[src/rtl/crfs_pkg.sv]
// Shared types and constants for the card reader feed sequencer.
// No dependencies; crfs_csr, crfs_core, crfs_obuf and the top level import this package.
`default_nettype none

package crfs_pkg;

   // Deck and card geometry.
   localparam logic [10:0] DECK_CARDS   = 11'd1024;
   localparam logic [6:0]  CARD_COLUMNS = 7'd80;
   localparam logic [10:0] CURSOR_MAX   = 11'h7ff;

   // Reset values of the timeout registers and the nibble mask.
   localparam logic [15:0] CMD_TIMEOUT_RST   = 16'd12500;
   localparam logic [9:0]  FININ_TIMEOUT_RST = 10'd250;
   localparam logic [7:0]  NIBBLE_MASK       = 8'h0f;

   // Read modes.
   localparam logic [1:0] MODE_BINARY     = 2'd2;
   localparam logic [1:0] MODE_COL_BINARY = 2'd3;

   // Configuration register indexes.
   typedef enum logic [2:0] {
      REG_DECK_PRESENT      = 3'd0,
      REG_REGISTERED_MODE   = 3'd1,
      REG_PACK_ALL          = 3'd2,
      REG_PACK_AFTER_LOADER = 3'd3,
      REG_LOADER_INDEX      = 3'd4,
      REG_CARD_TOTAL        = 3'd5,
      REG_COMMAND_TIMEOUT   = 3'd6,
      REG_FININ_TIMEOUT     = 3'd7
   } crfs_reg_index_type;

   // Feed machine states.
   typedef enum logic [4:0] {
      ST_ARMED     = 5'b00001,
      ST_PRESENT   = 5'b00010,
      ST_CARD_DONE = 5'b00100,
      ST_DONE      = 5'b01000,
      ST_ERROR     = 5'b10000
   } crfs_state_type;

   // Configuration register file contents.
   typedef struct packed {
      logic        deck_present;
      logic [1:0]  registered_mode;
      logic        pack_all;
      logic        pack_after_loader;
      logic [9:0]  loader_index;
      logic [10:0] card_total;
      logic [15:0] command_timeout;
      logic [9:0]  finin_timeout;
   } crfs_cfg_type;

   // Cursor preload that goes with a write of the loader index.
   typedef struct packed {
      logic       load;
      logic [9:0] index;
   } crfs_cursor_load_type;

   // One input item.
   typedef struct packed {
      logic       feed_strobe;
      logic       read_command;
      logic       card_reject;
      logic       out_of_service;
      logic       jam_error;
      logic       transfer_phase;
      logic       strobe_line;
      logic       cpu_mode_valid;
      logic [1:0] cpu_mode;
      logic [7:0] column_byte;
      logic [6:0] column_count;
   } crfs_req_type;

   // One result item.
   typedef struct packed {
      logic [7:0]  data_lines;
      logic        data_strobe;
      logic        end_of_card;
      logic        ready_res;
      logic        deck_end;
      logic        raw_read;
      logic        first_column;
      logic        low_nibble;
      logic [10:0] card_address;
      logic [6:0]  column_address;
      logic [1:0]  column_mode;
   } crfs_rsp_type;

endpackage

`default_nettype wire

[src/rtl/crfs_req_if.sv]
// Input channel of the card reader feed sequencer: valid, ready and one event item.
// No dependencies.
`default_nettype none

interface crfs_req_if;
   logic       valid;
   logic       ready;
   logic       feed_strobe;
   logic       read_command;
   logic       card_reject;
   logic       out_of_service;
   logic       jam_error;
   logic       transfer_phase;
   logic       strobe_line;
   logic       cpu_mode_valid;
   logic [1:0] cpu_mode;
   logic [7:0] column_byte;
   logic [6:0] column_count;

   modport source (
      output valid, feed_strobe, read_command, card_reject, out_of_service, jam_error,
             transfer_phase, strobe_line, cpu_mode_valid, cpu_mode, column_byte,
             column_count,
      input  ready
   );

   modport sink (
      input  valid, feed_strobe, read_command, card_reject, out_of_service, jam_error,
             transfer_phase, strobe_line, cpu_mode_valid, cpu_mode, column_byte,
             column_count,
      output ready
   );
endinterface

`default_nettype wire

[src/rtl/crfs_rsp_if.sv]
// Result channel of the card reader feed sequencer: valid, ready and one result item.
// No dependencies.
`default_nettype none

interface crfs_rsp_if;
   logic        valid;
   logic        ready;
   logic [7:0]  data_lines;
   logic        data_strobe;
   logic        end_of_card;
   logic        ready_res;
   logic        deck_end;
   logic        raw_read;
   logic        first_column;
   logic        low_nibble;
   logic [10:0] card_address;
   logic [6:0]  column_address;
   logic [1:0]  column_mode;

   modport source (
      output valid, data_lines, data_strobe, end_of_card, ready_res, deck_end, raw_read,
             first_column, low_nibble, card_address, column_address, column_mode,
      input  ready
   );

   modport sink (
      input  valid, data_lines, data_strobe, end_of_card, ready_res, deck_end, raw_read,
             first_column, low_nibble, card_address, column_address, column_mode,
      output ready
   );
endinterface

`default_nettype wire

[src/rtl/crfs_csr.sv]
// Configuration registers of the card reader feed sequencer.
// Depends on crfs_pkg for the register indexes and the configuration struct.
`default_nettype none

module crfs_csr
   import crfs_pkg::*;
(
   input  wire logic                 clock,
   input  wire logic                 reset,
   input  wire logic                 csr_we,
   input  wire logic [2:0]           csr_index,
   input  wire logic [15:0]          csr_wdata,
   output crfs_cfg_type              cfg,
   output crfs_cursor_load_type      cursor_load
);

   crfs_cfg_type cfg_ff, cfg_in;

   // Register writes; every index of the port maps to a register.
   always_comb begin
      cfg_in = cfg_ff;
      if (csr_we) begin
         case (crfs_reg_index_type'(csr_index))
            REG_DECK_PRESENT:      cfg_in.deck_present      = csr_wdata[0];
            REG_REGISTERED_MODE:   cfg_in.registered_mode   = csr_wdata[1:0];
            REG_PACK_ALL:          cfg_in.pack_all          = csr_wdata[0];
            REG_PACK_AFTER_LOADER: cfg_in.pack_after_loader = csr_wdata[0];
            REG_LOADER_INDEX:      cfg_in.loader_index      = csr_wdata[9:0];
            REG_CARD_TOTAL:        cfg_in.card_total        = csr_wdata[10:0];
            REG_COMMAND_TIMEOUT:   cfg_in.command_timeout   = csr_wdata;
            REG_FININ_TIMEOUT:     cfg_in.finin_timeout     = csr_wdata[9:0];
            default:               cfg_in = cfg_ff;
         endcase
      end
   end

   always_ff @(posedge clock) begin
      if (reset) begin
         cfg_ff.deck_present      <= 1'b0;
         cfg_ff.registered_mode   <= 2'd0;
         cfg_ff.pack_all          <= 1'b0;
         cfg_ff.pack_after_loader <= 1'b0;
         cfg_ff.loader_index      <= 10'd0;
         cfg_ff.card_total        <= 11'd0;
         cfg_ff.command_timeout   <= CMD_TIMEOUT_RST;
         cfg_ff.finin_timeout     <= FININ_TIMEOUT_RST;
      end else begin
         cfg_ff <= cfg_in;
      end
   end

   // A loader index write also moves the card cursor to that card.
   assign cursor_load.load  = csr_we && (crfs_reg_index_type'(csr_index) == REG_LOADER_INDEX);
   assign cursor_load.index = csr_wdata[9:0];
   assign cfg = cfg_ff;

endmodule

`default_nettype wire

[src/rtl/crfs_core.sv]
// Feed machine of the card reader feed sequencer: state registers and the
// combinational next-state logic. Depends on crfs_pkg.
`default_nettype none

module crfs_core
   import crfs_pkg::*;
(
   input  wire logic                 clock,
   input  wire logic                 reset,
   input  wire crfs_cfg_type         cfg,
   input  wire crfs_cursor_load_type cursor_load,
   input  wire logic                 accept,
   input  wire crfs_req_type         req,
   output crfs_rsp_type              rsp
);

   crfs_state_type st_ff, st_in;
   logic [10:0] cc_ff, cc_in;
   logic [6:0]  col_ff, col_in;
   logic        nh_ff, nh_in;
   logic        rp_ff, rp_in;
   logic        ep_ff, ep_in;
   logic        ca_ff, ca_in;
   logic [15:0] cw_ff, cw_in;
   logic [9:0]  fw_ff, fw_in;
   logic        ff_ff, ff_in;
   logic [7:0]  dr_ff, dr_in;
   logic        sr_ff, sr_in;
   logic        de_ff, de_in;
   logic        rr_ff, rr_in;
   logic        fc_ff, fc_in;
   logic        ln_ff, ln_in;

   logic [10:0]    total;
   logic [6:0]     ncols;
   logic [10:0]    cc_inc;
   crfs_state_type nc_st;
   logic [1:0]     out_mode;

   // Mode in which the card at the given cursor is transcoded.
   function automatic logic [1:0] eff_mode(input crfs_cfg_type c, input logic [10:0] cur,
                                           input logic mv, input logic [1:0] cm);
      logic [1:0] m;
      if (c.pack_all || (cur == {1'b0, c.loader_index})) begin
         m = c.registered_mode;
      end else if (c.pack_after_loader) begin
         m = MODE_COL_BINARY;
      end else if (mv) begin
         m = cm;
      end else begin
         m = MODE_BINARY;
      end
      return m;
   endfunction

   // Clamped deck size and column count.
   assign total = (cfg.card_total > DECK_CARDS) ? DECK_CARDS : cfg.card_total;
   assign ncols = (req.column_count > CARD_COLUMNS) ? CARD_COLUMNS : req.column_count;

   // The cursor moves at most once per item, so its successor is formed once.
   assign cc_inc = (cc_ff < CURSOR_MAX) ? (cc_ff + 11'd1) : cc_ff;
   assign nc_st  = (cc_inc >= total) ? ST_DONE : ST_ARMED;

   assign out_mode = eff_mode(cfg, cc_in, req.cpu_mode_valid, req.cpu_mode);

   // Next state for one item, in the order the machine cycle resolves it.
   always_comb begin
      logic done;
      logic trig;
      logic pk;
      logic tail_col;
      logic last;
      logic [7:0] val;

      st_in = st_ff;  cc_in = cc_ff;  col_in = col_ff; nh_in = nh_ff;
      rp_in = rp_ff;  ep_in = ep_ff;  ca_in = ca_ff;   cw_in = cw_ff;
      fw_in = fw_ff;  ff_in = ff_ff;  dr_in = dr_ff;   sr_in = sr_ff;
      de_in = de_ff;  rr_in = rr_ff;  fc_in = fc_ff;   ln_in = ln_ff;
      done = 1'b0;
      trig = 1'b0;
      pk = 1'b0;
      tail_col = 1'b0;
      last = 1'b0;
      val = 8'd0;

      if (req.out_of_service || req.jam_error) begin
         // Error lines freeze everything but the state and the command latch.
         st_in = ST_ERROR;
         ca_in = 1'b0;
         done = 1'b1;
      end else begin
         if (st_in == ST_ERROR) begin
            st_in = (cc_ff < total) ? ST_ARMED : ST_DONE;
         end

         // Reject releases the flag and skips an idle card.
         if (req.card_reject) begin
            ff_in = 1'b0; dr_in = 8'd0; fw_in = 10'd0;
            if ((st_in == ST_CARD_DONE) || (st_in == ST_ARMED)) begin
               col_in = 7'd0; nh_in = 1'b0; cc_in = cc_inc; st_in = nc_st;
            end
         end

         if (st_in == ST_DONE) begin
            de_in = 1'b1;
            ca_in = 1'b0;
            done = 1'b1;
         end
      end

      if (!done) begin
         // Latch a read command when the reader is idle.
         if (req.read_command && ((st_in == ST_ARMED) || (st_in == ST_CARD_DONE))) begin
            ff_in = 1'b0; dr_in = 8'd0; fw_in = 10'd0;
            ca_in = 1'b1;
            cw_in = cfg.command_timeout;
         end

         // Feed strobe or command timeout starts the card; a feed strobe with no command moves past a finished card.
         if (req.feed_strobe) begin
            if (ca_in) begin
               ff_in = 1'b0; dr_in = 8'd0; fw_in = 10'd0;
               trig = 1'b1;
            end else if (st_in == ST_CARD_DONE) begin
               ff_in = 1'b0; dr_in = 8'd0; fw_in = 10'd0;
               col_in = 7'd0; nh_in = 1'b0; cc_in = cc_inc; st_in = nc_st;
            end
         end else if (ca_in && (cw_in != 16'd0)) begin
            cw_in = cw_in - 16'd1;
            if (cw_in == 16'd0) begin
               ff_in = 1'b0; dr_in = 8'd0; fw_in = 10'd0;
               trig = 1'b1;
            end
         end

         if (trig) begin
            ca_in = 1'b0;
            cw_in = 16'd0;
            if (st_in == ST_CARD_DONE) begin
               col_in = 7'd0; nh_in = 1'b0; cc_in = cc_inc; st_in = nc_st;
            end
            if (st_in == ST_ARMED) begin
               rr_in = (eff_mode(cfg, cc_in, req.cpu_mode_valid, req.cpu_mode)
                        >= MODE_BINARY);
               st_in = ST_PRESENT;
            end
         end

         // End-of-card flag timeout.
         if (fw_in != 10'd0) begin
            fw_in = fw_in - 10'd1;
            if (fw_in == 10'd0) begin
               ff_in = 1'b0; dr_in = 8'd0; fw_in = 10'd0;
            end
         end

         if (st_in != ST_PRESENT) begin
            done = 1'b1;
         end
      end

      // Retire cycle that follows every presentation.
      if (!done && rp_in) begin
         rp_in = 1'b0;
         sr_in = 1'b0;
         if (ep_in) begin
            ep_in = 1'b0;
            st_in = ST_CARD_DONE;
            fw_in = cfg.finin_timeout;
         end
         done = 1'b1;
      end

      // The channel must be in transfer with the strobe line low.
      if (!done && (!req.transfer_phase || req.strobe_line)) begin
         done = 1'b1;
      end

      // Empty card, or cursor past the last column.
      if (!done && ((ncols == 7'd0) || (col_in >= ncols))) begin
         st_in = ST_DONE;
         done = 1'b1;
      end

      // Present one column or one nibble of it.
      if (!done) begin
         pk = cfg.pack_all || (cfg.pack_after_loader && (cc_in != {1'b0, cfg.loader_index}));
         tail_col = (col_in == (ncols - 7'd1));
         if (pk) begin
            val  = nh_in ? (req.column_byte & NIBBLE_MASK)
                         : ((req.column_byte >> 4) & NIBBLE_MASK);
            last = nh_in && tail_col;
         end else begin
            val  = req.column_byte;
            last = tail_col;
         end
         fc_in = (col_in == 7'd0);
         ln_in = pk && nh_in;
         dr_in = val;
         ff_in = last;
         sr_in = 1'b1;
         ep_in = last;
         rp_in = 1'b1;
         if (pk && !nh_in) begin
            nh_in = 1'b1;
         end else begin
            nh_in = 1'b0;
            if (!tail_col) begin
               col_in = col_in + 7'd1;
            end
         end
      end
   end

   // State update on each accepted item; a loader write presets the cursor and takes priority over the update.
   always_ff @(posedge clock) begin
      if (reset) begin
         st_ff <= ST_ARMED;  cc_ff <= 11'd0;  col_ff <= 7'd0;  nh_ff <= 1'b0;
         rp_ff <= 1'b0;      ep_ff <= 1'b0;   ca_ff <= 1'b0;   cw_ff <= 16'd0;
         fw_ff <= 10'd0;     ff_ff <= 1'b0;   dr_ff <= 8'd0;   sr_ff <= 1'b0;
         de_ff <= 1'b0;      rr_ff <= 1'b0;   fc_ff <= 1'b0;   ln_ff <= 1'b0;
      end else if (cursor_load.load) begin
         cc_ff <= {1'b0, cursor_load.index};
      end else if (accept) begin
         st_ff <= st_in;  cc_ff <= cc_in;  col_ff <= col_in;  nh_ff <= nh_in;
         rp_ff <= rp_in;  ep_ff <= ep_in;  ca_ff <= ca_in;    cw_ff <= cw_in;
         fw_ff <= fw_in;  ff_ff <= ff_in;  dr_ff <= dr_in;    sr_ff <= sr_in;
         de_ff <= de_in;  rr_ff <= rr_in;  fc_ff <= fc_in;    ln_ff <= ln_in;
      end
   end

   // Result item, taken from the updated state.
   always_comb begin
      rsp.data_lines     = dr_in;
      rsp.data_strobe    = sr_in;
      rsp.end_of_card    = ff_in;
      rsp.ready_res      = cfg.deck_present && !ca_in && !ff_in &&
                           ((st_in == ST_ARMED) || (st_in == ST_CARD_DONE));
      rsp.deck_end       = de_in;
      rsp.raw_read       = rr_in;
      rsp.first_column   = fc_in;
      rsp.low_nibble     = ln_in;
      rsp.card_address   = cc_in;
      rsp.column_address = col_in;
      rsp.column_mode    = out_mode;
   end

endmodule

`default_nettype wire

[src/rtl/crfs_obuf.sv]
// Two-entry output buffer (output register plus skid register) for result items.
// Depends on crfs_pkg for the result struct.
`default_nettype none

module crfs_obuf
   import crfs_pkg::*;
(
   input  wire logic   clock,
   input  wire logic   reset,
   input  wire logic   push,
   input  wire crfs_rsp_type push_data,
   output logic        in_ready,
   output logic        out_valid,
   input  wire logic   out_ready,
   output crfs_rsp_type out_data
);

   logic         out_valid_ff, out_valid_in;
   logic         skid_valid_ff, skid_valid_in;
   crfs_rsp_type out_data_ff, out_data_in;
   crfs_rsp_type skid_data_ff, skid_data_in;

   // The skid register only fills while the output register is stalled.
   always_comb begin
      out_valid_in  = out_valid_ff;
      skid_valid_in = skid_valid_ff;
      out_data_in   = out_data_ff;
      skid_data_in  = skid_data_ff;
      if (!out_valid_ff || out_ready) begin
         if (skid_valid_ff) begin
            out_valid_in  = 1'b1;
            out_data_in   = skid_data_ff;
            skid_valid_in = 1'b0;
         end else begin
            out_valid_in = push;
            out_data_in  = push_data;
         end
      end else if (push) begin
         skid_valid_in = 1'b1;
         skid_data_in  = push_data;
      end
   end

   always_ff @(posedge clock) begin
      if (reset) begin
         out_valid_ff  <= 1'b0;
         skid_valid_ff <= 1'b0;
      end else begin
         out_valid_ff  <= out_valid_in;
         skid_valid_ff <= skid_valid_in;
      end
   end

   always_ff @(posedge clock) begin
      out_data_ff  <= out_data_in;
      skid_data_ff <= skid_data_in;
   end

   assign in_ready  = !skid_valid_ff;
   assign out_valid = out_valid_ff;
   assign out_data  = out_data_ff;

endmodule

`default_nettype wire

[src/rtl/card_reader_feed_sequencer_unit.sv]
// Top level of the card reader feed sequencer.
// Depends on crfs_pkg, crfs_req_if, crfs_rsp_if, crfs_csr, crfs_core and crfs_obuf.
//
// Usage:
//   One event item per machine cycle enters on req_ch while it is ready; each
//   accepted item gives exactly one result item on rsp_ch, in order. The result
//   of an item is registered in the output buffer. One item is taken every
//   clock while req_ch.ready is high: the whole feed machine update for an
//   item is one pass of logic from the state registers to the output register.
//   The csr_ port writes one configuration register per cycle with csr_we;
//   the user must write only while no item is in flight (not enforced by the
//   block). Writing the loader index also moves the card cursor to that card.
//   Reset (synchronous, active high) returns the feed machine to armed with
//   the cursor at card zero, clears all flags and restores the register
//   defaults; there is no clearing pass, items are taken right after reset.
//   When the receiver stalls, one more item is taken into a skid register;
//   after that req_ch.ready drops until the waiting result is taken.
`default_nettype none

module card_reader_feed_sequencer_unit
   import crfs_pkg::*;
(
   input  wire logic        clock,
   input  wire logic        reset,
   crfs_req_if.sink         req_ch,
   crfs_rsp_if.source       rsp_ch,
   input  wire logic        csr_we,
   input  wire logic [2:0]  csr_index,
   input  wire logic [15:0] csr_wdata
);

   crfs_cfg_type         cfg;
   crfs_cursor_load_type cursor_load;
   crfs_req_type         req;
   crfs_rsp_type         core_rsp;
   crfs_rsp_type         out_rsp;
   logic                 buf_ready;
   logic                 accept;

   // Gather the input item.
   assign req.feed_strobe    = req_ch.feed_strobe;
   assign req.read_command   = req_ch.read_command;
   assign req.card_reject    = req_ch.card_reject;
   assign req.out_of_service = req_ch.out_of_service;
   assign req.jam_error      = req_ch.jam_error;
   assign req.transfer_phase = req_ch.transfer_phase;
   assign req.strobe_line    = req_ch.strobe_line;
   assign req.cpu_mode_valid = req_ch.cpu_mode_valid;
   assign req.cpu_mode       = req_ch.cpu_mode;
   assign req.column_byte    = req_ch.column_byte;
   assign req.column_count   = req_ch.column_count;

   assign req_ch.ready = buf_ready;
   assign accept       = req_ch.valid && buf_ready;

   crfs_csr u_csr (
      .clock       (clock),
      .reset       (reset),
      .csr_we      (csr_we),
      .csr_index   (csr_index),
      .csr_wdata   (csr_wdata),
      .cfg         (cfg),
      .cursor_load (cursor_load)
   );

   crfs_core u_core (
      .clock       (clock),
      .reset       (reset),
      .cfg         (cfg),
      .cursor_load (cursor_load),
      .accept      (accept),
      .req         (req),
      .rsp         (core_rsp)
   );

   crfs_obuf u_obuf (
      .clock     (clock),
      .reset     (reset),
      .push      (accept),
      .push_data (core_rsp),
      .in_ready  (buf_ready),
      .out_valid (rsp_ch.valid),
      .out_ready (rsp_ch.ready),
      .out_data  (out_rsp)
   );

   // Spread the result item over the channel.
   assign rsp_ch.data_lines     = out_rsp.data_lines;
   assign rsp_ch.data_strobe    = out_rsp.data_strobe;
   assign rsp_ch.end_of_card    = out_rsp.end_of_card;
   assign rsp_ch.ready_res      = out_rsp.ready_res;
   assign rsp_ch.deck_end       = out_rsp.deck_end;
   assign rsp_ch.raw_read       = out_rsp.raw_read;
   assign rsp_ch.first_column   = out_rsp.first_column;
   assign rsp_ch.low_nibble     = out_rsp.low_nibble;
   assign rsp_ch.card_address   = out_rsp.card_address;
   assign rsp_ch.column_address = out_rsp.column_address;
   assign rsp_ch.column_mode    = out_rsp.column_mode;

endmodule

`default_nettype wire

[src/flat_wrapper.sv]
// flat-port wrapper written by rule: the top's interface ports become plain ports
module card_reader_feed_sequencer_unit_flat import crfs_pkg::*;
  (clock, reset, csr_we, csr_index, csr_wdata, req_ch_valid, req_ch_feed_strobe, req_ch_read_command, req_ch_card_reject, req_ch_out_of_service, req_ch_jam_error, req_ch_transfer_phase, req_ch_strobe_line, req_ch_cpu_mode_valid, req_ch_cpu_mode, req_ch_column_byte, req_ch_column_count, req_ch_ready, rsp_ch_valid, rsp_ch_data_lines, rsp_ch_data_strobe, rsp_ch_end_of_card, rsp_ch_ready_res, rsp_ch_deck_end, rsp_ch_raw_read, rsp_ch_first_column, rsp_ch_low_nibble, rsp_ch_card_address, rsp_ch_column_address, rsp_ch_column_mode, rsp_ch_ready);
  crfs_req_if req_ch_i ();
  crfs_rsp_if rsp_ch_i ();
  input  wire logic clock;
  input  wire logic reset;
  input  wire logic csr_we;
  input  wire logic [2:0] csr_index;
  input  wire logic [15:0] csr_wdata;
  input wire logic [$bits(req_ch_i.valid)-1:0] req_ch_valid;
  input wire logic [$bits(req_ch_i.feed_strobe)-1:0] req_ch_feed_strobe;
  input wire logic [$bits(req_ch_i.read_command)-1:0] req_ch_read_command;
  input wire logic [$bits(req_ch_i.card_reject)-1:0] req_ch_card_reject;
  input wire logic [$bits(req_ch_i.out_of_service)-1:0] req_ch_out_of_service;
  input wire logic [$bits(req_ch_i.jam_error)-1:0] req_ch_jam_error;
  input wire logic [$bits(req_ch_i.transfer_phase)-1:0] req_ch_transfer_phase;
  input wire logic [$bits(req_ch_i.strobe_line)-1:0] req_ch_strobe_line;
  input wire logic [$bits(req_ch_i.cpu_mode_valid)-1:0] req_ch_cpu_mode_valid;
  input wire logic [$bits(req_ch_i.cpu_mode)-1:0] req_ch_cpu_mode;
  input wire logic [$bits(req_ch_i.column_byte)-1:0] req_ch_column_byte;
  input wire logic [$bits(req_ch_i.column_count)-1:0] req_ch_column_count;
  output wire logic [$bits(req_ch_i.ready)-1:0] req_ch_ready;
  output wire logic [$bits(rsp_ch_i.valid)-1:0] rsp_ch_valid;
  output wire logic [$bits(rsp_ch_i.data_lines)-1:0] rsp_ch_data_lines;
  output wire logic [$bits(rsp_ch_i.data_strobe)-1:0] rsp_ch_data_strobe;
  output wire logic [$bits(rsp_ch_i.end_of_card)-1:0] rsp_ch_end_of_card;
  output wire logic [$bits(rsp_ch_i.ready_res)-1:0] rsp_ch_ready_res;
  output wire logic [$bits(rsp_ch_i.deck_end)-1:0] rsp_ch_deck_end;
  output wire logic [$bits(rsp_ch_i.raw_read)-1:0] rsp_ch_raw_read;
  output wire logic [$bits(rsp_ch_i.first_column)-1:0] rsp_ch_first_column;
  output wire logic [$bits(rsp_ch_i.low_nibble)-1:0] rsp_ch_low_nibble;
  output wire logic [$bits(rsp_ch_i.card_address)-1:0] rsp_ch_card_address;
  output wire logic [$bits(rsp_ch_i.column_address)-1:0] rsp_ch_column_address;
  output wire logic [$bits(rsp_ch_i.column_mode)-1:0] rsp_ch_column_mode;
  input wire logic [$bits(rsp_ch_i.ready)-1:0] rsp_ch_ready;
  assign req_ch_i.valid = req_ch_valid;
  assign req_ch_i.feed_strobe = req_ch_feed_strobe;
  assign req_ch_i.read_command = req_ch_read_command;
  assign req_ch_i.card_reject = req_ch_card_reject;
  assign req_ch_i.out_of_service = req_ch_out_of_service;
  assign req_ch_i.jam_error = req_ch_jam_error;
  assign req_ch_i.transfer_phase = req_ch_transfer_phase;
  assign req_ch_i.strobe_line = req_ch_strobe_line;
  assign req_ch_i.cpu_mode_valid = req_ch_cpu_mode_valid;
  assign req_ch_i.cpu_mode = req_ch_cpu_mode;
  assign req_ch_i.column_byte = req_ch_column_byte;
  assign req_ch_i.column_count = req_ch_column_count;
  assign req_ch_ready = req_ch_i.ready;
  assign rsp_ch_valid = rsp_ch_i.valid;
  assign rsp_ch_data_lines = rsp_ch_i.data_lines;
  assign rsp_ch_data_strobe = rsp_ch_i.data_strobe;
  assign rsp_ch_end_of_card = rsp_ch_i.end_of_card;
  assign rsp_ch_ready_res = rsp_ch_i.ready_res;
  assign rsp_ch_deck_end = rsp_ch_i.deck_end;
  assign rsp_ch_raw_read = rsp_ch_i.raw_read;
  assign rsp_ch_first_column = rsp_ch_i.first_column;
  assign rsp_ch_low_nibble = rsp_ch_i.low_nibble;
  assign rsp_ch_card_address = rsp_ch_i.card_address;
  assign rsp_ch_column_address = rsp_ch_i.column_address;
  assign rsp_ch_column_mode = rsp_ch_i.column_mode;
  assign rsp_ch_i.ready = rsp_ch_ready;
  card_reader_feed_sequencer_unit u_core (.clock(clock), .reset(reset), .req_ch(req_ch_i), .rsp_ch(rsp_ch_i), .csr_we(csr_we), .csr_index(csr_index), .csr_wdata(csr_wdata));
endmodule
[config.mk]
export PLATFORM = sky130hd
export DESIGN_NAME = card_reader_feed_sequencer_unit_flat
export DESIGN_NICKNAME = d
export VERILOG_FILES = /design/src/rtl/crfs_pkg.sv /design/src/rtl/crfs_req_if.sv /design/src/rtl/crfs_rsp_if.sv /design/src/rtl/crfs_csr.sv /design/src/rtl/crfs_core.sv /design/src/rtl/crfs_obuf.sv /design/src/rtl/card_reader_feed_sequencer_unit.sv /design/src/flat_wrapper.sv
export SDC_FILE = /design/constraint.sdc
export NUM_CORES = 1
export LEC_CHECK = 0
export BUFFER_PORTS_ARGS = -buffer_cell sky130_fd_sc_hd__buf_2
export CORE_AREA = 2 2 158 160
export DETAILED_ROUTE_END_ITERATION = 8
export DIE_AREA = 0 0 160 162
export PLACE_DENSITY = 0.73
export SETUP_SLACK_MARGIN = 0.1
export SKIP_LAST_GASP = 1
export SYNTH_ARGS = -nofsm -noshare
export SYNTH_HDL_FRONTEND = slang
export SYNTH_HIERARCHICAL = 1
export SYNTH_SLANG_ARGS = --single-unit
[constraint.sdc]
create_clock -name clock -period 14 [get_ports clock]
set_input_delay 1.4 -clock clock [delete_from_list [all_inputs] [get_ports clock]]
set_output_delay 1.4 -clock clock [all_outputs]
set_load 0.005 [all_outputs]
Yosys cells after proc, flatten, opt, wreduce, memory -nomap -nowiden. Cells that the tools add are included.

Bits in latches: 0. Memory bits (read-only): 0. Register bits after elaboration: 191. Memories: 0. Memory bits (writable): 0. Output and inout port bits: 37. Logic and storage cells: 288.

$add $sub $neg: 5. $mul: 0. Equal/unequal tests: 23. $lt $le $gt $ge: 7. Reductions and logical operators: 55. Bitwise operators: 3. Divide/modulo/power cells: 0. Shift-type cells: 0. Multiplexer cells: 146.

Operator list (number): two-way mux 10 bit (16); two-way mux 11 bit (13); two-way mux 8 bit (13); two-way mux 5 bit (20); two-way mux 7 bit (13); two-way mux 16 bit (5); two-way mux 1 bit (55); two-way mux 35 bit (1); == test 11 x 10 -> 1 bit (2); == test 5 x 1 -> 1 bit, second input constant (4); == test 5 x 3 -> 1 bit, second input constant (4); AND reduction 2 bit (10); logical NOT 16 bit (1); nonzero test 16 bit (1); subtractor 16 x 1 -> 16 bit, second input constant (1); logical AND 1 bit (14); logical NOT 7 bit (2); two-way mux 2 bit (7); == test 3 bit, second input constant (4); two-way mux 4 bit (3); adder 11 x 1 -> 11 bit, second input constant (1); >= comparator 11 bit (1); > comparator 11 bit, second input constant (1); < comparator 11 bit (1); other kinds (24) (46).

Longest topological paths before layout. Gate-level depths: netlist (run 1).

Depth after elaboration: 46. Mapped depth: 46. Depth with buffers taken out: 39.

Hierarchy. Netlist (run 1), hierarchy kept.

Modules (own cells, without submodules): crfs_core (instances 1, cells an instance 1170, area each 8071.5 sq um, seq. area each 1341.3 sq um); crfs_obuf (instances 1, cells an instance 118, area each 2743.9 sq um, seq. area each 2142.1 sq um); crfs_csr (instances 1, cells an instance 220, area each 2297.2 sq um, seq. area each 1041.0 sq um); card_reader_feed_sequencer_unit (instances 1, cells an instance 1, area each 6.3 sq um, seq. area each 0.0 sq um).

Worst setup path before layout (run 1). Ideal clock, no wire load.

Kind: register to register. Start point: register u_core.u_core.cc_ff[5]. End point: register u_core.u_obuf.out_data_ff, in the netlist u_core/u_obuf/out_data[8] (data pin). Setup time: 0.260 ns. Buffers on the path: 6. Path slack: 4.101 ns. Arrival: 9.639 ns. Stages on the path, launching flop included: 42. Cell sequence: dfxtp_1 clkbuf_1 and3_1 and4_1 nand4_1 nand4_1 xnor2_1 ha_1 a211oi_1 a31o_2 nand2_1 o32ai_4 mux2i_4 buf_2 buf_1 clkbuf_1 mux2i_1 ha_1 [6 not listed] a21boi_1 nand2_1 ha_1 nand2b_1 a21o_1 a21o_1 a21oi_1 nor2b_1 o21ai_0 nand2b_1 a211oi_1 o2111a_1 nor2b_1 clkbuf_1 nand4_1 o21ai_0 nand2_1 mux2_4.

RTL lines: from (decl) (line crfs_core.sv:18) `logic [10:0] cc_ff, cc_in;`; from (signal assigned) (line crfs_core.sv:223) `cc_ff <= {1'b0, cursor_load.index};`; from (signal assigned) (line crfs_core.sv:225) `st_ff <= st_in; cc_ff <= cc_in; col_ff <= col_in; nh_ff <= nh_in;`; to (signal assigned) (line crfs_obuf.sv:55) `out_data_ff <= out_data_in;`; to (decl) (line crfs_obuf.sv:20) `crfs_rsp_type out_data_ff, out_data_in;`.

==> impl_metrics.json, run 1 <==
{
  "status": "finished, final reports clean",
  "mostFrequentLayoutCells": "nand2_1 (157), nor2_1 (138), dfxtp_1 (120), buf_2 (84), a21oi_1 (81)",
  "ir_drop_v": 0.0000785,
  "p_leak_nw": 5.55,
  "grt_pass1_vias": 10526,
  "maxCapViolCount": 0,
  "io_buffers": 85,
  "initial_core_util_pct": 54.4,
  "die_area_um2": 25900,
  "synth_seq_cells": 191,
  "num_vias": 11404,
  "layout_min_cycle_time_ns": 11.38,
  "maxSlewHeadroom_pct": 18.3,
  "yosysSeqAreaShare_pct": 34.5,
  "die_h_um": 162,
  "powerDensity_nw_per_um2": 93.1,
  "gp_congestion": 1.01,
  "worst_skew_pair.late_latency_ns": 0.44,
  "drt_pre_antenna_iters": 6,
  "fin_nets": 1602,
  "worstHoldPathType": "flip-flop to flip-flop",
  "holdPathEnd": "u_core/u_core/fc_ff",
  "cts_setup_buffers": 0,
  "rsz0062_at_grt": "false",
  "route.top_layer_used": "met4",
  "postSynthAreaPerCell_um2": 8.69,
  "drt_iter0_markers": 978,
  "postCtsHoldBufs": 0,
  "synth-edff-count": 70,
  "hpwl_um": 28100,
  "cts_tree": "done",
  "wl_um": 37700,
  "met3_length_um": 2500,
  "setup_viol": 0,
  "synth_cell_types": 101,
  "syn_area_um2": 13100,
  "cpPeakStageDelay_ns": 0.63,
  "arrival_ns": 11.58,
  "dp_cells": 1821,
  "r2r-end": "u_core/u_obuf/out_data[2]",
  "antenna_found_initial": 0,
  "numCtsBuffers": 17,
  "synthCells": 1509,
  "total_power_mw": 1.31,
  "rows": 57,
  "clkTransAtPathRegs_ns": 0.08,
  "n_antenna_cell": 0,
  "core_area_um2": 24100,
  "instances_no_fill": 1853,
  "cp-end-kind": "flip-flop",
  "ys_async_sr_fraction_pct": 0,
  "r2r_slack_ns": 2.62,
  "grt_max_degree": 76,
  "start_kind": "flip-flop",
  "overflow": 0,
  "grt.total_usage_pct": 28.8,
  "pin_count": 86,
  "worst-path-max-fanout": 33,
  "synth_nets": 1595,
  "avgViaCountPerCell": 6.15,
  "slew_viol_final": 0,
  "cts_buffer_depth": 2,
  "layout-drive-gt1-share_pct": 14.8,
  "fmax_mhz": 87.9,
  "worst_pin_slew_ns": 1.22,
  "post_cts_resized": 0,
  "crit-reg2reg-launch": "u_core/u_core/cc_ff[3]",
  "fin_tns_setup_ns": 0,
  "synth_flop_cell": "dfxtp_1",
  "fin_crit_sh_pct": 81.3,
  "min_from": "u_core/u_core/fc_ff",
  "root_buffer": "clkbuf_16",
  "crit_required_ns": 14.20,
  "final_area_um2": 14100,
  "wl_per_cell_um": 20.4,
  "yosysWarnings": 6,
  "die_w_um": 160,
  "areaGrowthSynthToFinish_pct": 7.16,
  "drc": 0,
  "wl_met2_um": 17100,
  "hold_viol": 0,
  "path_class": "flip-flop to flip-flop",
  "met1_length_um": 16500,
  "postPlaceCellArea_um2": 13500,
  "n_fill_cell": 2262,
  "cp_slowest_cell": "nor2b_1",
  "layout_commonest_cell": "nand2_1",
  "fin_util_pct": 58.3,
  "cts_sinks": 191,
  "grt_pass1_wl_um": 58800,
  "r2r_cells": 40,
  "clock_skew_ns": 0.0142,
  "detail-route-antenna-nets": 0,
  "holdPathStages": 2,
  "htree_levels": 4
}
metal layers:
| layer | track usage, % | up-vias |
|---|---|---|
| li1 | - | 5471 |
| met1 | 38.2 | 5382 |
| met2 | 45.8 | 470 |
| met3 | 4.85 | 81 |
| met4 | 14.0 | 0 |
| met5 | 0 | - |
where the power goes:
part | internal [mW] | switching, mW | leakage (nW)
Clock | 0.240 | 0.249 | 0.291
Combinational | 0.0778 | 0.131 | 3.57
Sequential | 0.595 | 0.0155 | 1.69
Total | 0.913 | 0.396 | 5.55
flip-flops by register name, indices dropped and copies added (netlist names), 5 cells and up:
| name | count |
|---|---|
| u_core/u_csr/cfg | 52 |
| u_core/u_obuf/out_data | 35 |
| u_core/u_obuf/skid_data_ff | 35 |
| u_core/u_core/cw_ff | 16 |
| u_core/u_core/cc_ff | 11 |
| u_core/u_core/fw_ff | 10 |
| u_core/u_core/dr_ff | 8 |
| u_core/u_core/col_ff | 7 |
| u_core/u_core/st_ff | 5 |
how the worst max path moves through the flow:
stage                           start                   endpoint  slack (ns)
2_1_floorplan  u_core/u_core/cc_ff[5]  u_core/u_obuf/out_data[8]        4.10
3_3_place_gp   u_core/u_core/cc_ff[3]  u_core/u_obuf/out_data[5]        3.32
3_5_place_dp   u_core/u_core/cc_ff[3]  u_core/u_obuf/out_data[2]        2.98
4_1_cts        u_core/u_core/cc_ff[3]  u_core/u_obuf/out_data[2]        2.92
5_1_grt        u_core/u_core/cc_ff[3]  u_core/u_obuf/out_data[2]        1.60
6_report       u_core/u_core/cc_ff[3]  u_core/u_obuf/out_data[2]        2.62
stage by stage:
step | hold WS (ns) | setup WS (ns)
floorplan | 0.425 | 4.10
global placement | 0.434 | 3.32
detailed placement | 0.441 | 2.98
CTS | 0.451 | 2.92
finish | 0.455 | 2.62
global route | 0.470 | 1.60
critical path: cells and delay by family (launching register included):
kind	cells	cell delay (ns)
adders and majority gates	3	0.92
muxes	4	1.16
AOI/OAI and AO/OA	12	3.19
DFF	1	0.58
and+or+nand+nor	15	3.77
xor gates and xnor gates	2	0.41
buffers and inverters	4	1.09
cell usage after synthesis (13+ instances only):
library cell	instances	area [µm²]
nand2_1	157	589
xnor2_1	38	333
buf_2	16	80.1
nand4_1	15	93.8
nand3_1	51	255
nor4_1	14	87.6
a211oi_1	19	143
a21o_1	15	113
dfxtp_1	121	2420
a22oi_1	14	105
o211ai_1	20	150
mux2i_1	79	791
o21a_1	14	105
o21ai_0	74	370
clkbuf_1	64	240
inv_1	34	128
and2_1	14	87.6
buf_4	17	128
nor2_1	139	522
nand2b_1	69	432
nor3_1	45	225
mux2_2	18	203
ha_1	37	463
xor2_1	25	219
edfxtp_1	70	2100
or3_1	13	81.3
mux2_4	30	450
a21oi_1	81	405
kinds of logic (layout without fill, tap and decap cells):
logic type      after synthesis  in the layout  synth area share, %
mux                         129            129                 11.3
compound gates              336            336                 17.1
xor+xnor                     63             63                 4.21
buf+inv                     150            170                 5.83
simple gates                603            603                 23.5
fa+ha+maj                    37             37                 3.53
flops                       191            191                 34.5
area by class of cell:
cell class | instances | area (µm²) | share of cell area (%)
multi-input cells | 1168 | 7850 | 55.8
clock buffers | 17 | 425 | 3.03
repair buffers | 101 | 548 | 3.90
flip-flops and latches | 191 | 4530 | 32.2
inverters | 37 | 139 | 0.988
clock inverters | 15 | 168 | 1.19
well taps | 324 | 405 | 2.88
Note: power is estimated with default switching activity, not from simulation.
==> run 2: changes to the inputs <==
--- a/config.mk
+++ b/config.mk
@@ -9,7 +9,7 @@
 export CORE_AREA = 2 2 158 160
 export DETAILED_ROUTE_END_ITERATION = 8
 export DIE_AREA = 0 0 160 162
-export PLACE_DENSITY = 0.73
+export PLACE_DENSITY = 0.75
 export SETUP_SLACK_MARGIN = 0.1
 export SKIP_LAST_GASP = 1
 export SYNTH_ARGS = -nofsm -noshare
==> constraint.sdc (replaced) <==
create_clock -name clock -period 9.5 [get_ports clock]
set_input_delay 0.95 -clock clock [delete_from_list [all_inputs] [get_ports clock]]
set_output_delay 0.95 -clock clock [all_outputs]
set_load 0.005 [all_outputs]
==> impl_metrics.json, run 2 (synthesized netlist as in run 1, its figures left out) <==
{
  "status": "finished, final reports clean",
  "largest_reg_flops": 52,
  "slew_viol_final": 0,
  "gp_congestion": 1.10,
  "die_h_um": 162,
  "maxSlewHeadroom_pct": 28.9,
  "die_area_um2": 25900,
  "fin_nets": 1622,
  "grt_max_degree": 81,
  "fin_crit_sh_pct": 92.7,
  "fin_tns_setup_ns": 0,
  "p_leak_nw": 5.65,
  "intPower_mw": 1.36,
  "overflow": 0,
  "worst-path-max-fanout": 12,
  "critPathMostFrequentCell": "buf_4",
  "cts_tree": "done",
  "drc": 0,
  "fmax_mhz": 114,
  "worst_setup_path_startpoint": "u_core/u_core/cc_ff[4]",
  "wl_per_cell_um": 20.7,
  "ir_drop_v": 0.000115,
  "maxCapViolCount": 0,
  "worst_slack_ns": 0.690,
  "cp-end-kind": "flip-flop",
  "mostFrequentLayoutCells": "nand2_1 (155), nor2_1 (138), dfxtp_1 (119), buf_2 (84), a21oi_1 (81)",
  "n_antenna_cell": 0,
  "r2r_slack_ns": 0.69,
  "grt.total_usage_pct": 29.8,
  "start_kind": "flip-flop",
  "drt_iter0_markers": 1088,
  "crit-reg2reg-launch": "u_core/u_core/cc_ff[4]",
  "cts_buffer_depth": 2,
  "layout_commonest_cell": "nand2_1",
  "worst_hold_slack_ns": 0.461,
  "worstHoldPathType": "flip-flop to flip-flop",
  "initial_core_util_pct": 54.4,
  "grt_pass1_wl_um": 60900,
  "post-place-ws_ns": 0.283,
  "hold_viol": 0,
  "rsz0062_at_grt": "false",
  "clock_skew_ns": 0.0158,
  "detail-route-antenna-nets": 0,
  "cts_sinks": 191,
  "die_w_um": 160,
  "r2r-end": "u_core/u_obuf/out_data[5]",
  "swShare_pct": 30.5,
  "layout_min_cycle_time_ns": 8.81,
  "holdPathStages": 2,
  "io_buffers": 85,
  "pin_count": 86,
  "setup_viol": 0,
  "drt_pre_antenna_iters": 5,
  "total_power_mw": 1.95,
  "min_from": "u_core/u_core/fc_ff",
  "power.share.clock_pct": 37.8,
  "clkTransAtPathRegs_ns": 0.09,
  "avgViaCountPerCell": 6.21,
  "numCtsBuffers": 17,
  "root_buffer": "clkbuf_16",
  "num_vias": 11640,
  "holdPathEnd": "u_core/u_core/fc_ff",
  "worst_skew_pair.late_latency_ns": 0.44,
  "hpwl_um": 28900,
  "r2r_cells": 41,
  "power_frac_seq_pct": 45.9,
  "antenna_found_initial": 0,
  "grt_pass1_vias": 10764,
  "crit_required_ns": 9.70,
  "rows": 57,
  "core_area_um2": 24100,
  "cp_slowest_cell": "dfxtp_2",
  "switchingPower_uw": 596,
  "cpPeakStageDelay_ns": 0.43,
  "htree_levels": 4,
  "path_class": "flip-flop to flip-flop",
  "worst_pin_slew_ns": 1.07,
  "wl_um": 38800,
  "layout-drive-gt1-share_pct": 16.5,
  "arrival_ns": 9.01,
  "areaGrowthSynthToFinish_pct": 8.69,
  "combPwrFrac_pct": 16.3,
  "powerDensity_nw_per_um2": 137
}
## run 2: cell types whose count changed in the layout (fill, tap and decap cells not counted), sizes merged
| cell | change |
|---|---|
| clkbuf | +1 |
| clkinv | -1 |
| buf | +20 |
## run 2: worst max path at each step
| stage | endpoint | slack (ns) |
|---|---|---|
| floorplan | u_core/u_obuf/out_data[8] | 0.15 |
| global placement | u_core/u_obuf/out_data[2] | 0.44 |
| detailed placement | u_core/u_obuf/out_data[2] | 0.28 |
| CTS | u_core/u_obuf/out_data[2] | 0.21 |
| global route | u_core/u_obuf/out_data[5] | 0.09 |
| finish | u_core/u_obuf/out_data[5] | 0.69 |
## run 2: worst max-delay path: cells and delay by family (launching register included)
| family | cells | cell delay [ns] |
|---|---|---|
| multiplexers | 4 | 1.26 |
| adder cells (fa/ha/maj) | 3 | 0.76 |
| buffers and inverters | 5 | 0.82 |
| XOR/XNOR | 3 | 0.49 |
| AND/OR/NAND/NOR | 15 | 2.33 |
| flip-flops | 1 | 0.43 |
| AO/OA/AOI/OAI | 11 | 2.45 |
## run 2: final cells by class
type / count / area [µm²]
Fill cell: 2174 / 9850
Inverter: 37 / 139
Clock inverter: 14 / 168
Clock buffer: 18 / 439
Sequential cell: 191 / 4530
Multi-Input combinational cell: 1168 / 7880
Tap cell: 324 / 405
Timing Repair Buffer: 121 / 698
## run 2: repair_timing
| item | in CTS | in global routing |
|---|---|---|
| endpoints found under the setup margin | 0 | 55 |
| hold buffers | 0 | 0 |
| resized for setup | 0 | 9 |
| setup buffers | 0 | 4 |
## run 2: power by group through the flow
| stage | clock network, mW | logic, mW | registers, mW |
|---|---|---|---|
| 3_3_place_gp | 0 | 0.307 | 0.914 |
| 6_report | 0.739 | 0.319 | 0.896 |
| 5_1_grt | 0.787 | 0.345 | 0.899 |
| 4_1_cts | 0.750 | 0.311 | 0.896 |
| 2_1_floorplan | 0 | 0.216 | 0.909 |
| 3_5_place_dp | 0 | 0.310 | 0.915 |
## run 2: metal layers
metal	vias to the layer above	global-route usage (%)	wire, µm	part of all wire (%)
met5	-	0	0	0
met3	84	3.91	2750	7.1
met4	0	12.2	1470	3.8
met2	504	48.5	17800	46
li1	5526	-	-	-
met1	5526	40.5	16700	43
## run 2: per-stage QoR
step	cell area, µm²	utilization (%)	instances
floorplan	13100	-	1509
global placement	13600	56.4	1837
detailed placement	13600	56.4	1837
CTS	14200	58.9	1869
global route	14300	59.2	1873
finish	14300	59.2	1873
==> run 3: changes to the inputs <==
--- a/config.mk
+++ b/config.mk
@@ -6,13 +6,12 @@
 export NUM_CORES = 1
 export LEC_CHECK = 0
 export BUFFER_PORTS_ARGS = -buffer_cell sky130_fd_sc_hd__buf_2
-export CORE_AREA = 2 2 158 160
+export CORE_AREA = 2 2 152 154
 export DETAILED_ROUTE_END_ITERATION = 8
-export DIE_AREA = 0 0 160 162
-export PLACE_DENSITY = 0.75
+export DIE_AREA = 0 0 154 156
+export PLACE_DENSITY = 0.87
 export SETUP_SLACK_MARGIN = 0.1
 export SKIP_LAST_GASP = 1
 export SYNTH_ARGS = -nofsm -noshare
 export SYNTH_HDL_FRONTEND = slang
-export SYNTH_HIERARCHICAL = 1
 export SYNTH_SLANG_ARGS = --single-unit
==> impl_metrics.json, run 3 <==
{
  "status": "finished, final reports clean",
  "htree_levels": 4,
  "numCtsBuffers": 17,
  "postPlaceCellArea_um2": 12900,
  "cts_tree": "done",
  "worstHoldPathType": "flip-flop to flip-flop",
  "power.share.clock_pct": 37.1,
  "antenna_found_initial": 0,
  "synth_nets": 1544,
  "syn_area_um2": 12100,
  "root_buffer": "clkbuf_16",
  "synth_xor_area_share_pct": 5.16,
  "n_fill_cell": 1944,
  "cp-end-kind": "flip-flop",
  "yosysSeqAreaShare_pct": 37.5,
  "grt_max_degree": 70,
  "crit-reg2reg-launch": "u_core.u_core.cc_ff[1]",
  "gp_congestion": 0.958,
  "drt_pre_antenna_iters": 8,
  "fin_crit_sh_pct": 92.5,
  "min_from": "u_core.u_csr.cfg[44]",
  "combPwrFrac_pct": 19.3,
  "worst-path-max-fanout": 11,
  "slew_viol_final": 0,
  "n_antenna_cell": 0,
  "wl_um": 38900,
  "yosys.area.top_type": "dfxtp_1",
  "clkTransAtPathRegs_ns": 0.08,
  "grt_pass1_vias": 10846,
  "mostFrequentLayoutCells": "nand2_1 (245), nor2_1 (133), dfxtp_1 (116), a21oi_1 (110), buf_2 (84)",
  "synth_top_family_by_area": "simple AND/OR/NAND/NOR gates",
  "postCtsHoldBufs": 0,
  "io_buffers": 85,
  "fmax_mhz": 114,
  "maxSlewHeadroom_pct": 26.2,
  "rsz0062_at_grt": "false",
  "path_class": "flip-flop to flip-flop",
  "ir_drop_v": 0.000102,
  "detail-route-antenna-nets": 0,
  "synthMuxAreaShare_pct": 5.43,
  "core_area_um2": 22400,
  "rows": 55,
  "grt_pass1_wl_um": 59900,
  "synth_compound_area_share_pct": 20.4,
  "worst_setup_path_startpoint": "u_core.u_core.cc_ff[1]",
  "layout_min_cycle_time_ns": 8.79,
  "worst_skew_pair.late_latency_ns": 0.46,
  "synth_cell_types": 86,
  "layout-drive-gt1-share_pct": 17.1,
  "yosys-top-cells-area": "dfxtp_1 (20%), edfxtp_1 (17%), nand2_1 (7.7%)",
  "drt_iter0_markers": 1207,
  "total_power_mw": 2.09,
  "power_frac_seq_pct": 43.6,
  "crit_required_ns": 9.71,
  "powerDensity_nw_per_um2": 153,
  "fin_nets": 1615,
  "p_leak_nw": 5.42,
  "ys_async_sr_fraction_pct": 0,
  "yosysWarnings": 0,
  "final_area_um2": 13700,
  "synthAdderAreaFrac_pct": 3.84,
  "die_area_um2": 24000,
  "intPower_mw": 1.42,
  "areaGrowthSynthToFinish_pct": 13.8,
  "post-place-ws_ns": 0.115,
  "synth_common_cells": "nand2_1 (248), nor2_1 (135), dfxtp_1 (121), a21oi_1 (110), clkbuf_1 (76)",
  "synth-edff-count": 70,
  "overflow": 0,
  "hpwl_um": 28100,
  "hold_viol": 0,
  "synth_seq_cells": 191,
  "pin_count": 86,
  "switchingPower_uw": 676,
  "clock_skew_ns": 0.0111,
  "start_kind": "flip-flop",
  "critPathMostFrequentCell": "and4_1",
  "largest_reg_flops": 52,
  "synthCells": 1458,
  "arrival_ns": 9.00,
  "num_vias": 11609,
  "cts_buffer_depth": 2,
  "worst_slack_ns": 0.711,
  "synth_flop_cell": "dfxtp_1",
  "worst_hold_slack_ns": 0.456,
  "worst_pin_slew_ns": 1.10,
  "layout_commonest_cell": "nand2_1",
  "wl_per_cell_um": 21.3,
  "maxCapViolCount": 0,
  "cpPeakStageDelay_ns": 0.48,
  "postSynthAreaPerCell_um2": 8.26,
  "cp_slowest_cell": "or4_1",
  "setup_viol": 0,
  "synth.most_common_cell": "nand2_1",
  "grt.total_usage_pct": 31.8,
  "avgViaCountPerCell": 6.35,
  "die_h_um": 156,
  "synthSimpleGateAreaFrac_pct": 23.8,
  "swShare_pct": 32.3,
  "synth.top_cell.area_share_pct": 20.1,
  "drc": 0,
  "die_w_um": 154,
  "cts_sinks": 191,
  "initial_core_util_pct": 53.9,
  "fin_tns_setup_ns": 0
}
[run 3: cell count changes after synthesis, sizes merged, moves of 13 or more]
cell / before / now
buf: 49 / 8
nand2: 157 / 248
a21oi: 82 / 113
mux2: 48 / 33
mux2i: 81 / 27
a31oi: 9 / 22
nand3: 51 / 37
nand2b: 70 / 13
o21ai: 84 / 68
[run 3: cell type report]
cell class | instances | area [µm²] | area share, %
Clock inverter | 15 | 206 | 1.51
Clock buffer | 17 | 425 | 3.10
Multi-Input combinational cell | 1144 | 7230 | 52.7
Tap cell | 285 | 357 | 2.60
Timing Repair Buffer | 136 | 811 | 5.91
Sequential cell | 191 | 4540 | 33.1
Inverter | 39 | 146 | 1.07
[run 3: cell families after synthesis]
kind of cell,after synthesis
xor gates and xnor gates,71
muxes,60
adders and majority gates,37
buffers and inverters,123
AOI/OAI and AO/OA,362
and+or+nand+nor,614
DFF,191
[run 3: what timing repair did]
item	in CTS	in global routing
pin swaps	0	16
resized for setup	1	29
setup endpoints to repair	1	43
buffers inserted	0	8
cloned	0	0
[run 3: power by group through the flow]
stage / Sequential [mW] / Combinational [mW] / Clock [mW]
after global placement: 0.929 / 0.382 / 0
after detailed placement: 0.931 / 0.385 / 0
final: 0.914 / 0.404 / 0.776
after floorplan: 0.919 / 0.264 / 0
after global routing: 0.917 / 0.436 / 0.804
after CTS: 0.913 / 0.388 / 0.779
[run 3: through the flow]
stage                     utilization, %  cells
after floorplan                        -   1458
after global placement              57.7   1787
after detailed placement            57.7   1787
after CTS                           60.5   1819
after global routing                61.3   1827
final                               61.3   1827
[run 3: path summary, 6_finish.rpt]
path	to	slack (ns)	cells past startpoint
setup / recovery	u_core.u_obuf.out_data[3]	0.71	41
hold reg to reg	u_core.u_csr.cfg[44]	0.46	2
setup reg to reg	u_core.u_obuf.out_data[3]	0.71	41
hold / removal	u_core.u_csr.cfg[44]	0.46	2
[run 3: worst max-delay path, delay by kind of cell (launching register included)]
family,cells,cell delay [ns]
simple gates,17,3.15
compound gates,13,2.72
mux,3,0.82
fa+ha+maj,3,0.79
buf+inv,4,0.60
flops,1,0.40
xor+xnor,1,0.07
[run 3: per-layer routing]
metal	wire length [µm]	track usage (%)	share of wire (%)	vias up
met4	1670	13.5	4.3	0
li1	-	-	-	5426
met2	18100	53.1	47	589
met1	16300	41.5	42	5460
met5	0	0	0	-
met3	2820	4.42	7.2	134
